===== config.mk =====
export PLATFORM = sky130hd
export DESIGN_NAME = mlp_ctrl
export DESIGN_NICKNAME = d
export VERILOG_FILES = /design/src/rtl/mlp_pkg.sv /design/src/rtl/mlp_ctrl.sv
export SDC_FILE = /design/constraint.sdc
export NUM_CORES = 1
export LEC_CHECK = 0
export BUFFER_PORTS_ARGS = -buffer_cell sky130_fd_sc_hd__clkbuf_2
export CAP_MARGIN = 30
export CORE_MARGIN = 10
export CORE_UTILIZATION = 40
export CTS_BUF_LIST = sky130_fd_sc_hd__clkbuf_8
export DETAILED_ROUTE_END_ITERATION = 12
export PLACE_DENSITY = 0.71
export SETUP_SLACK_MARGIN = 0.4
export SYNTH_ARGS = -nofsm -noshare
export SYNTH_HDL_FRONTEND = slang
export SYNTH_SLANG_ARGS = --single-unit

===== constraint.sdc =====
create_clock -name i_clk -period 2.45 [get_ports i_clk]
set_input_delay 0.3675 -clock i_clk [delete_from_list [all_inputs] [get_ports i_clk]]
set_output_delay 0.3675 -clock i_clk [all_outputs]
set_load 0.05 [all_outputs]

===== src/rtl/mlp_pkg.sv =====
package mlp_pkg;

    // Network shape
    localparam int IMAGE_PIXELS  = 784;
    localparam int N_NEU         = 10;
    localparam int HIDDEN_LAYERS = 3;

    // Field widths
    localparam int CMD_W   = 2;
    localparam int LAY_W   = 2;
    localparam int NEU_W   = 4;
    localparam int WSEL_W  = 10;
    localparam int COEFF_W = 16;
    localparam int PIX_W   = 8;
    localparam int SCORE_W = 16;
    localparam int POS_W   = 10;

    // Datapath widths
    localparam int ACC_W = 32;
    localparam int ACT_W = 16;
    localparam int CNT_W = NEU_W;

    // Memory geometry
    localparam int W1_DEPTH = N_NEU * IMAGE_PIXELS;
    localparam int W1_AW    = $clog2(W1_DEPTH);
    localparam int W2_DEPTH = HIDDEN_LAYERS * N_NEU * N_NEU;
    localparam int W2_AW    = $clog2(W2_DEPTH);
    localparam int B_DEPTH  = (HIDDEN_LAYERS + 1) * N_NEU;
    localparam int B_AW     = $clog2(B_DEPTH);
    localparam int A_DEPTH  = HIDDEN_LAYERS * N_NEU;
    localparam int A_AW     = $clog2(A_DEPTH);

    // Length of the MAC pipeline drain wait after the last MAC issue
    localparam int MAC_LAT = 2;

    localparam logic [14:0] TANH_TOP = 15'd32746;

    // CMD_RSVD is accepted and ignored
    typedef enum logic [CMD_W-1:0] {
        CMD_LOAD_W = 2'd0,
        CMD_LOAD_B = 2'd1,
        CMD_PIXEL  = 2'd2,
        CMD_RSVD   = 2'd3
    } t_cmd;

    typedef struct packed {
        logic [CMD_W-1:0]          cmd;
        logic [LAY_W-1:0]          layer_sel;
        logic [NEU_W-1:0]          neuron_sel;
        logic [WSEL_W-1:0]         weight_sel;
        logic signed [COEFF_W-1:0] coeff;
        logic [PIX_W-1:0]          pixel;
        logic                      last_pixel;
    } t_in_item;

    typedef struct packed {
        logic [NEU_W-1:0]   class_index;
        logic [SCORE_W-1:0] score;
        logic [NEU_W-1:0]   best_class;
        logic               last;
    } t_out_item;

    typedef enum logic [3:0] {
        S_IDLE,
        S_PIX,
        S_PIX_WAIT,
        S_NEU,
        S_MAC,
        S_MAC_WAIT,
        S_BIAS_RD,
        S_BIAS_ADD,
        S_ACT1,
        S_ACT2,
        S_ACT3,
        S_EMIT
    } t_state;

    // Controller to datapath
    typedef struct packed {
        logic             accept;
        logic             pix_mac;
        logic             lay_mac;
        logic             load_sum;
        logic             clr_acc;
        logic             bias_rd;
        logic             bias_add;
        logic             act_s1;
        logic             act_s3;
        logic             clr_sums;
        logic             out_load;
        logic [LAY_W-1:0] layer;
        logic [CNT_W-1:0] y;
        logic [CNT_W-1:0] x;
    } t_ctrl_cmd;

    // Datapath to controller
    typedef struct packed {
        logic in_pix;
        logic img_end;
        logic out_free;
    } t_dp_status;

    // Saturate a 33-bit sum to the 32-bit accumulator range
    function automatic logic [ACC_W-1:0] sat_acc(input logic [ACC_W:0] v);
        logic [ACC_W-1:0] r;
        if (v[ACC_W] != v[ACC_W-1]) begin
            r = v[ACC_W] ? {1'b1, {(ACC_W-1){1'b0}}} : {1'b0, {(ACC_W-1){1'b1}}};
        end else begin
            r = v[ACC_W-1:0];
        end
        return r;
    endfunction

    // tanh(k/4) in Q1.15
    function automatic logic [14:0] tanh_tab(input logic [4:0] k);
        logic [14:0] r;
        case (k)
            5'd0:    r = 15'd0;
            5'd1:    r = 15'd8026;
            5'd2:    r = 15'd15143;
            5'd3:    r = 15'd20813;
            5'd4:    r = 15'd24956;
            5'd5:    r = 15'd27797;
            5'd6:    r = 15'd29660;
            5'd7:    r = 15'd30847;
            5'd8:    r = 15'd31589;
            5'd9:    r = 15'd32048;
            5'd10:   r = 15'd32329;
            5'd11:   r = 15'd32500;
            5'd12:   r = 15'd32606;
            5'd13:   r = 15'd32670;
            5'd14:   r = 15'd32708;
            5'd15:   r = 15'd32732;
            default: r = TANH_TOP;
        endcase
        return r;
    endfunction

endpackage


===== src/rtl/mlp_ctrl.sv =====
module mlp_ctrl import mlp_pkg::*; (
    input  logic       i_clk,
    input  logic       i_rst_n,
    input  logic       i_in_valid,
    output logic       o_in_stall,
    input  t_dp_status i_st,
    output t_ctrl_cmd  o_cmd
);

    localparam logic [CNT_W-1:0] LAST_NEU = CNT_W'(N_NEU - 1);
    localparam logic [CNT_W-1:0] LAST_LAT = CNT_W'(MAC_LAT - 1);
    localparam logic [LAY_W-1:0] OUT_LAY  = LAY_W'(HIDDEN_LAYERS);

    t_state           r_state, n_state;
    logic [LAY_W-1:0] r_layer, n_layer;
    logic [CNT_W-1:0] r_y, n_y;
    logic [CNT_W-1:0] r_x, n_x;

    // State and counters
    always_ff @(posedge i_clk) begin
        if (!i_rst_n) begin
            r_state <= S_IDLE;
            r_layer <= '0;
            r_y     <= '0;
            r_x     <= '0;
        end else begin
            r_state <= n_state;
            r_layer <= n_layer;
            r_y     <= n_y;
            r_x     <= n_x;
        end
    end

    // Next state and commands
    always_comb begin
        n_state     = r_state;
        n_layer     = r_layer;
        n_y         = r_y;
        n_x         = r_x;
        o_cmd       = '0;
        o_cmd.layer = r_layer;
        o_cmd.y     = r_y;
        o_cmd.x     = r_x;
        o_in_stall  = (r_state != S_IDLE);
        unique case (r_state)
            S_IDLE: begin
                if (i_in_valid) begin
                    o_cmd.accept = 1'b1;
                    if (i_st.in_pix) begin
                        n_state = S_PIX;
                        n_y     = '0;
                    end
                end
            end
            S_PIX: begin
                o_cmd.pix_mac = 1'b1;
                if (r_y == LAST_NEU) begin
                    n_y     = '0;
                    n_x     = '0;
                    n_state = S_PIX_WAIT;
                end else begin
                    n_y = r_y + 1'b1;
                end
            end
            S_PIX_WAIT: begin
                if (r_x == LAST_LAT) begin
                    n_x     = '0;
                    n_layer = '0;
                    n_y     = '0;
                    n_state = i_st.img_end ? S_NEU : S_IDLE;
                end else begin
                    n_x = r_x + 1'b1;
                end
            end
            S_NEU: begin
                if (r_layer == '0) begin
                    o_cmd.load_sum = 1'b1;
                    n_state        = S_BIAS_RD;
                end else begin
                    o_cmd.clr_acc = 1'b1;
                    n_x           = '0;
                    n_state       = S_MAC;
                end
            end
            S_MAC: begin
                o_cmd.lay_mac = 1'b1;
                if (r_x == LAST_NEU) begin
                    n_x     = '0;
                    n_state = S_MAC_WAIT;
                end else begin
                    n_x = r_x + 1'b1;
                end
            end
            S_MAC_WAIT: begin
                if (r_x == LAST_LAT) begin
                    n_x     = '0;
                    n_state = S_BIAS_RD;
                end else begin
                    n_x = r_x + 1'b1;
                end
            end
            S_BIAS_RD: begin
                o_cmd.bias_rd = 1'b1;
                n_state       = S_BIAS_ADD;
            end
            S_BIAS_ADD: begin
                o_cmd.bias_add = 1'b1;
                n_state        = S_ACT1;
            end
            S_ACT1: begin
                o_cmd.act_s1 = 1'b1;
                n_state      = S_ACT2;
            end
            S_ACT2: begin
                n_state = S_ACT3;
            end
            S_ACT3: begin
                o_cmd.act_s3 = 1'b1;
                if (r_y == LAST_NEU) begin
                    n_y = '0;
                    if (r_layer == '0) begin
                        o_cmd.clr_sums = 1'b1;
                    end
                    if (r_layer == OUT_LAY) begin
                        n_state = S_EMIT;
                    end else begin
                        n_layer = r_layer + 1'b1;
                        n_state = S_NEU;
                    end
                end else begin
                    n_y     = r_y + 1'b1;
                    n_state = S_NEU;
                end
            end
            S_EMIT: begin
                if (i_st.out_free) begin
                    o_cmd.out_load = 1'b1;
                    if (r_y == LAST_NEU) begin
                        n_y     = '0;
                        n_state = S_IDLE;
                    end else begin
                        n_y = r_y + 1'b1;
                    end
                end
            end
            default: begin
                n_state = S_IDLE;
            end
        endcase
    end

endmodule


==> flow_summary.json, run 1 <==
{
  "status": "finished, final reports clean",
  "route.vias.total": 1172,
  "yosysTopAreaCellShare_pct": 25.5,
  "area_delta_synth_final_pct": 29.4,
  "path_max_fanout": 3,
  "cts_tree": "yes",
  "syn_inst": 146,
  "worstPathRequired_ns": 2.58,
  "grt_max_degree": 20,
  "drt-initial-drc-count": 66,
  "ir_drop_v": 0.000752,
  "end_kind": "flop",
  "crit_type": "reg2reg",
  "core_area_um2": 2540,
  "synth-compound-area-share_pct": 18.8,
  "routed_wl_mm": 3.08,
  "cp-start-kind": "flop",
  "synth_xor_area_share_pct": 0.797,
  "setup_tns_ns": 0,
  "synth-simple-area-share_pct": 38.6,
  "drv_cap": 0,
  "hold_depth": 2,
  "holdBufCountCts": 0,
  "h-tree-depth": 1,
  "synth_top_cell_by_area": "dfxtp_1",
  "path_clk_slew_ns": 0.06,
  "cts_buffers": 3,
  "final_cell_mix": "clkbuf_2 (26), nand2_1 (17), nor2_1 (12)",
  "ff2ff_setup_slack_ns": 0.44,
  "wl_per_cell_um": 14.9,
  "synth_top_flop_cell": "dfxtp_1",
  "chipWidth_um": 72.4,
  "numPortBuffers": 27,
  "register_area_um2": 292,
  "skew_ns": 0.00469,
  "fin_cells": 206,
  "synth_edf_count": 0,
  "ys_types": 43,
  "rsz0062_at_grt": "true",
  "hold_violations": 0,
  "synth_top_family_by_area": "simple AND/OR/NAND/NOR gates",
  "initial_utilization_pct": 43.2,
  "synthAdderAreaFrac_pct": 6.83,
  "worstMarginPinSlew_ns": 0.412,
  "track_usage_pct": 11.4,
  "n_antenna_cell": 0,
  "ant_nets": 0,
  "place.gp.congestion": 0.808,
  "dieArea_um2": 5240,
  "root_buffer": "clkbuf_8",
  "drive_above_1_share_pct": 33.0,
  "cts_max_path_buffers": 2,
  "seq_area_frac_synth_pct": 25.5,
  "dp.cells": 198,
  "antenna_found_initial": 0,
  "leakagePower_nw": 0.603,
  "slew_headroom_pct": 72.5,
  "clock_latency_ns": 0.25,
  "multiInputGateArea_um2": 823,
  "cts.sinks": 14,
  "avgViaCountPerCell": 5.69,
  "worstPathArrival_ns": 2.14,
  "final_common_cell": "clkbuf_2",
  "synth_area_um2": 1100,
  "die_h_um": 72.4,
  "layout.nets": 189,
  "async_reset_ff_share_pct": 0,
  "maxSlewViolCount": 0,
  "p_per_area_nw_per_um2": 977,
  "grt_pass1_vias": 1147,
  "ios": 28,
  "core.rowCount": 18,
  "worst_hold_path_type": "reg2reg",
  "fin_crit_ns": 2.01,
  "hpwl_mm": 2.39,
  "nFillCells": 242,
  "synth_seq_cells": 14,
  "drt_drc_violations_left": 0,
  "grt_pass1_wl_mm": 5.10,
  "grt-ovfl-total": 0,
  "fin_crit_sh_pct": 82.0,
  "synthMuxAreaShare_pct": 3.76,
  "yosys_warnings": 0,
  "setup_viol": 0,
  "max_freq_mhz": 498,
  "synth_area_leaders": "dfxtp_1 (26%), ha_1 (6.8%), nand2_1 (5.8%), nor2_1 (4.8%), a21oi_1 (3.6%)",
  "ff2ff_path_depth": 8,
  "syn_avg_cell_area_um2": 7.52,
  "syn_nets": 158,
  "first_pass_iters": 4
}
## per-layer routing
| metal | GRT usage [%] | share of wire (%) | up-vias |
|---|---|---|---|
| met5 | 0 | 0 | - |
| met4 | 3.16 | 0.81 | 0 |
| met3 | 4.22 | 7.6 | 4 |
| met2 | 19.8 | 48 | 33 |
| met1 | 12.8 | 43 | 549 |
| li1 | - | - | 586 |
## registers in the layout, summed over array words and instances (netlist names)
register and flops:
r_state 4, r_x 4, r_y 4, r_layer 2
## cells by family after synthesis
kind of cell / after synthesis
AND/OR/NAND/NOR: 77
AO/OA/AOI/OAI: 28
multiplexers: 4
flip-flops: 14
XOR/XNOR: 1
buffers and inverters: 16
adder cells (fa/ha/maj): 6
## cell type report
type | count | area share (%)
multi-input combinational | 116 | 57.9
sequential | 14 | 20.5
timing repair buffer | 34 | 13.6
clock buffer | 3 | 2.90
tap | 30 | 2.64
inverter | 8 | 2.11
clock inverter | 1 | 0.264
## worst max-delay path, cell delays in order, from the launching register on
cell	delay [ns]
dfxtp_2	0.33
inv_2	0.06
ha_4	0.12
or3b_4	0.38
o21a_1	0.21
a2111oi_4	0.33
buf_4	0.20
mux2i_1	0.17
nor2_1	0.06
## timing repair
action | 4_1_cts | 5_1_grt
buffers inserted | 0 | 4
resized for setup | 4 | 5
pin swaps | 0 | 4
setup endpoints to repair | 7 | 7
## cells in the mapped netlist, types with 2 or more instances
| cell type | instances |
|---|---|
| a21oi_1 | 8 |
| and3_1 | 6 |
| and3b_1 | 2 |
| buf_1 | 2 |
| buf_2 | 2 |
| clkbuf_1 | 4 |
| dfxtp_1 | 14 |
| ha_1 | 6 |
| inv_1 | 6 |
| inv_2 | 2 |
| mux2i_1 | 3 |
| nand2_1 | 17 |
| nand2b_1 | 5 |
| nand3_1 | 8 |
| nand3b_1 | 4 |
| nand4_1 | 2 |
| nand4b_1 | 4 |
| nor2_1 | 14 |
| nor2b_1 | 2 |
| nor3_1 | 3 |
| nor4_1 | 2 |
| o21a_1 | 3 |
| o21ai_0 | 2 |
| o22ai_1 | 4 |
| o31ai_1 | 2 |
| or4_1 | 2 |
## stage by stage
| stage | total power, W | cell area (µm²) | utilization, % | worst slack [ns] | hold slack [ns] |
|---|---|---|---|---|---|
| after floorplan | 0.000969 | 1160 | - | 0.325 | 0.530 |
| after global placement | 0.00110 | 1320 | 51.9 | 0.503 | 0.470 |
| after detailed placement | 0.00113 | 1320 | 51.9 | 0.391 | 0.480 |
| after CTS | 0.00133 | 1380 | 54.0 | 0.428 | 0.488 |
| after global routing | 0.00148 | 1420 | 55.9 | 0.308 | 0.528 |
| final | 0.00139 | 1420 | 55.9 | 0.440 | 0.495 |
## path summary, 6_finish.rpt
check | end | startpoint
max reg2reg | r_y[1]$_SDFFE_PN0P_ | r_x[1]$_SDFFE_PN0P_
min | r_x[1]$_SDFFE_PN0P_ | r_x[1]$_SDFFE_PN0P_
min reg2reg | r_x[1]$_SDFFE_PN0P_ | r_x[1]$_SDFFE_PN0P_
max | r_y[1]$_SDFFE_PN0P_ | r_x[1]$_SDFFE_PN0P_
## report_power, final
group | total, W | switching (W) | internal, W
sequential | 0.000360 | 0.0000861 | 0.000274
clock | 0.000198 | 0.0000872 | 0.000111
combinational | 0.000830 | 0.000519 | 0.000311
total | 0.00139 | 0.000692 | 0.000696
Note: power is estimated with default switching activity, not from simulation.
==> run 2, diff against run 1 <==
==> constraint.sdc (replaced) <==
create_clock -name i_clk -period 2.05 [get_ports i_clk]
set_input_delay 0.3075 -clock i_clk [delete_from_list [all_inputs] [get_ports i_clk]]
set_output_delay 0.3075 -clock i_clk [all_outputs]
set_load 0.05 [all_outputs]
==> flow_summary.json, run 2 (synthesized netlist as in run 1, its figures left out) <==
{
  "status": "finished, final reports clean",
  "skew_ns": 0.000834,
  "slowest_delay_ns": 0.39,
  "register_area_um2": 318,
  "fin_crit_sh_pct": 91.5,
  "max_freq_mhz": 533,
  "setup_viol": 0,
  "antenna_found_initial": 0,
  "cpMaxStageDelayCell": "or3b_4",
  "grt_pass1_wl_mm": 6.23,
  "final_common_cell": "buf_4",
  "final_util_pct": 79.4,
  "dp.cells": 202,
  "cts_buffers": 3,
  "worstPathArrival_ns": 2.06,
  "drt_drc_violations_left": 0,
  "root_buffer": "clkbuf_8",
  "core_area_um2": 2540,
  "grt-ovfl-total": 0,
  "worstMarginPinSlew_ns": 0.437,
  "core.rowCount": 18,
  "wl_per_cell_um": 17.5,
  "setup_tns_ns": 0,
  "chipWidth_um": 72.4,
  "worst_hold_path_type": "in2reg",
  "crit_chain": "inv_4 -> ha_4 -> or3b_4 -> buf_4 -> o22ai_4 -> and3_4 -> mux2_4 -> nor2_1",
  "avgViaCountPerCell": 5.88,
  "slew_headroom_pct": 70.7,
  "crit_type": "reg2reg",
  "ir_drop_v": 0.00107,
  "switchingPower_w": 0.00104,
  "grt_max_degree": 17,
  "leakagePower_nw": 0.842,
  "grt_pass1_vias": 1337,
  "route.vias.total": 1376,
  "area_delta_synth_final_pct": 83.8,
  "track_usage_pct": 14.2,
  "path_max_fanout": 3,
  "p_per_area_nw_per_um2": 1110,
  "ant_nets": 0,
  "fin_crit_ns": 1.88,
  "place_area_um2": 1450,
  "drive_above_1_share_pct": 59.3,
  "power.share.clock_pct": 12.6,
  "path_clk_slew_ns": 0.06,
  "end_kind": "flop",
  "p_sw_share_pct": 46.4,
  "worstReg2RegStart": "r_x[1]$_SDFFE_PN0P_",
  "pwr-share-seq_pct": 18.0,
  "die_h_um": 72.4,
  "maxSlewViolCount": 0,
  "place.gp.congestion": 0.842,
  "holdBufCountCts": 0,
  "numPortBuffers": 27,
  "clock_latency_ns": 0.25,
  "hpwl_mm": 2.47,
  "drt-initial-drc-count": 89,
  "ios": 28,
  "internal_power_w": 0.00120,
  "cts_max_path_buffers": 2,
  "hold_violations": 0,
  "reg_top3": "r_state x4, r_x x4, r_y x4",
  "cts.sinks": 14,
  "rsz0062_at_grt": "true",
  "final_cell_mix": "buf_4 (22), clkbuf_2 (15), buf_6 (13)",
  "hold_start": "i_rst_n",
  "worstPathRequired_ns": 2.23,
  "h-tree-depth": 1,
  "cp-start-kind": "flop",
  "p_comb_share_pct": 69.4,
  "total_power_w": 0.00224,
  "crit_path_start": "r_x[1]$_SDFFE_PN0P_",
  "n_antenna_cell": 0,
  "cts_tree": "yes",
  "final_area_um2": 2020,
  "routed_wl_mm": 4.10,
  "drv_cap": 0,
  "multiInputGateArea_um2": 1010,
  "first_pass_iters": 4,
  "layout.nets": 217,
  "dieArea_um2": 5240,
  "nFillCells": 155,
  "fin_cells": 234,
  "initial_utilization_pct": 43.2
}
run 2: cell count changes in the layout (fill, tap and decap cells not counted), moves of 5 or more:
| cell | delta |
|---|---|
| and3_4 | +6 |
| buf_6 | +12 |
| dfxtp_4 | +7 |
| nand2_1 | -5 |
| buf_4 | +16 |
| clkbuf_2 | -11 |
| buf_8 | +11 |
| dfxtp_1 | -7 |
| and3_1 | -5 |
run 2: cell type report:
class                   count  area share [%]
clock buffers               4            2.73
multi-input cells         116            49.8
inverters                   8            1.86
repair buffers             62            28.0
well taps                  30            1.86
flip-flops and latches     14            15.7
run 2: final timing paths:
path / endpoint / slack [ns] / cells past startpoint
max: r_layer[0]$_SDFFE_PN0P_ / 0.17 / 8
min: r_state[3]$_SDFFE_PN0P_ / 0.48 / 2
max reg2reg: r_layer[0]$_SDFFE_PN0P_ / 0.17 / 8
min reg2reg: r_x[0]$_SDFFE_PN0P_ / 0.51 / 1
run 2: power by group through the flow:
stage	combinational [W]	clock [W]	sequential (W)
3_3_place_gp	0.00107	0	0.000397
2_1_floorplan	0.000845	0	0.000433
5_1_grt	0.00166	0.000296	0.000408
3_5_place_dp	0.00110	0	0.000400
6_report	0.00156	0.000283	0.000403
4_1_cts	0.00141	0.000279	0.000385
run 2: critical path: cells and delay by family, from the launching register on:
kind	cells	cell delay, ns
compound gates	1	0.14
fa+ha+maj	1	0.12
buf+inv	2	0.21
flops	1	0.35
mux	1	0.29
simple gates	3	0.69
run 2: routing by layer:
metal / vias up / track usage (%) / wire length, µm
li1: 646 / - / -
met1: 673 / 16.2 / 1760
met2: 51 / 25.2 / 2100
met3: 6 / 3.13 / 191
met4: 0 / 4.85 / 47
met5: - / 0 / 0
run 2: what timing repair did:
| item | 4_1_cts | 5_1_grt |
|---|---|---|
| buffers inserted | 18 | 10 |
| setup endpoints to repair | 22 | 25 |
| gates cloned | 0 | 0 |
| resized for setup | 38 | 50 |
| pin swaps | 13 | 20 |
run 2: metrics by stage:
step	worst slack (ns)	hold slack [ns]
after global routing	0.0693	0.523
after floorplan	0.161	0.469
after detailed placement	0.107	0.494
after global placement	0.180	0.485
after CTS	0.180	0.471
final	0.174	0.484
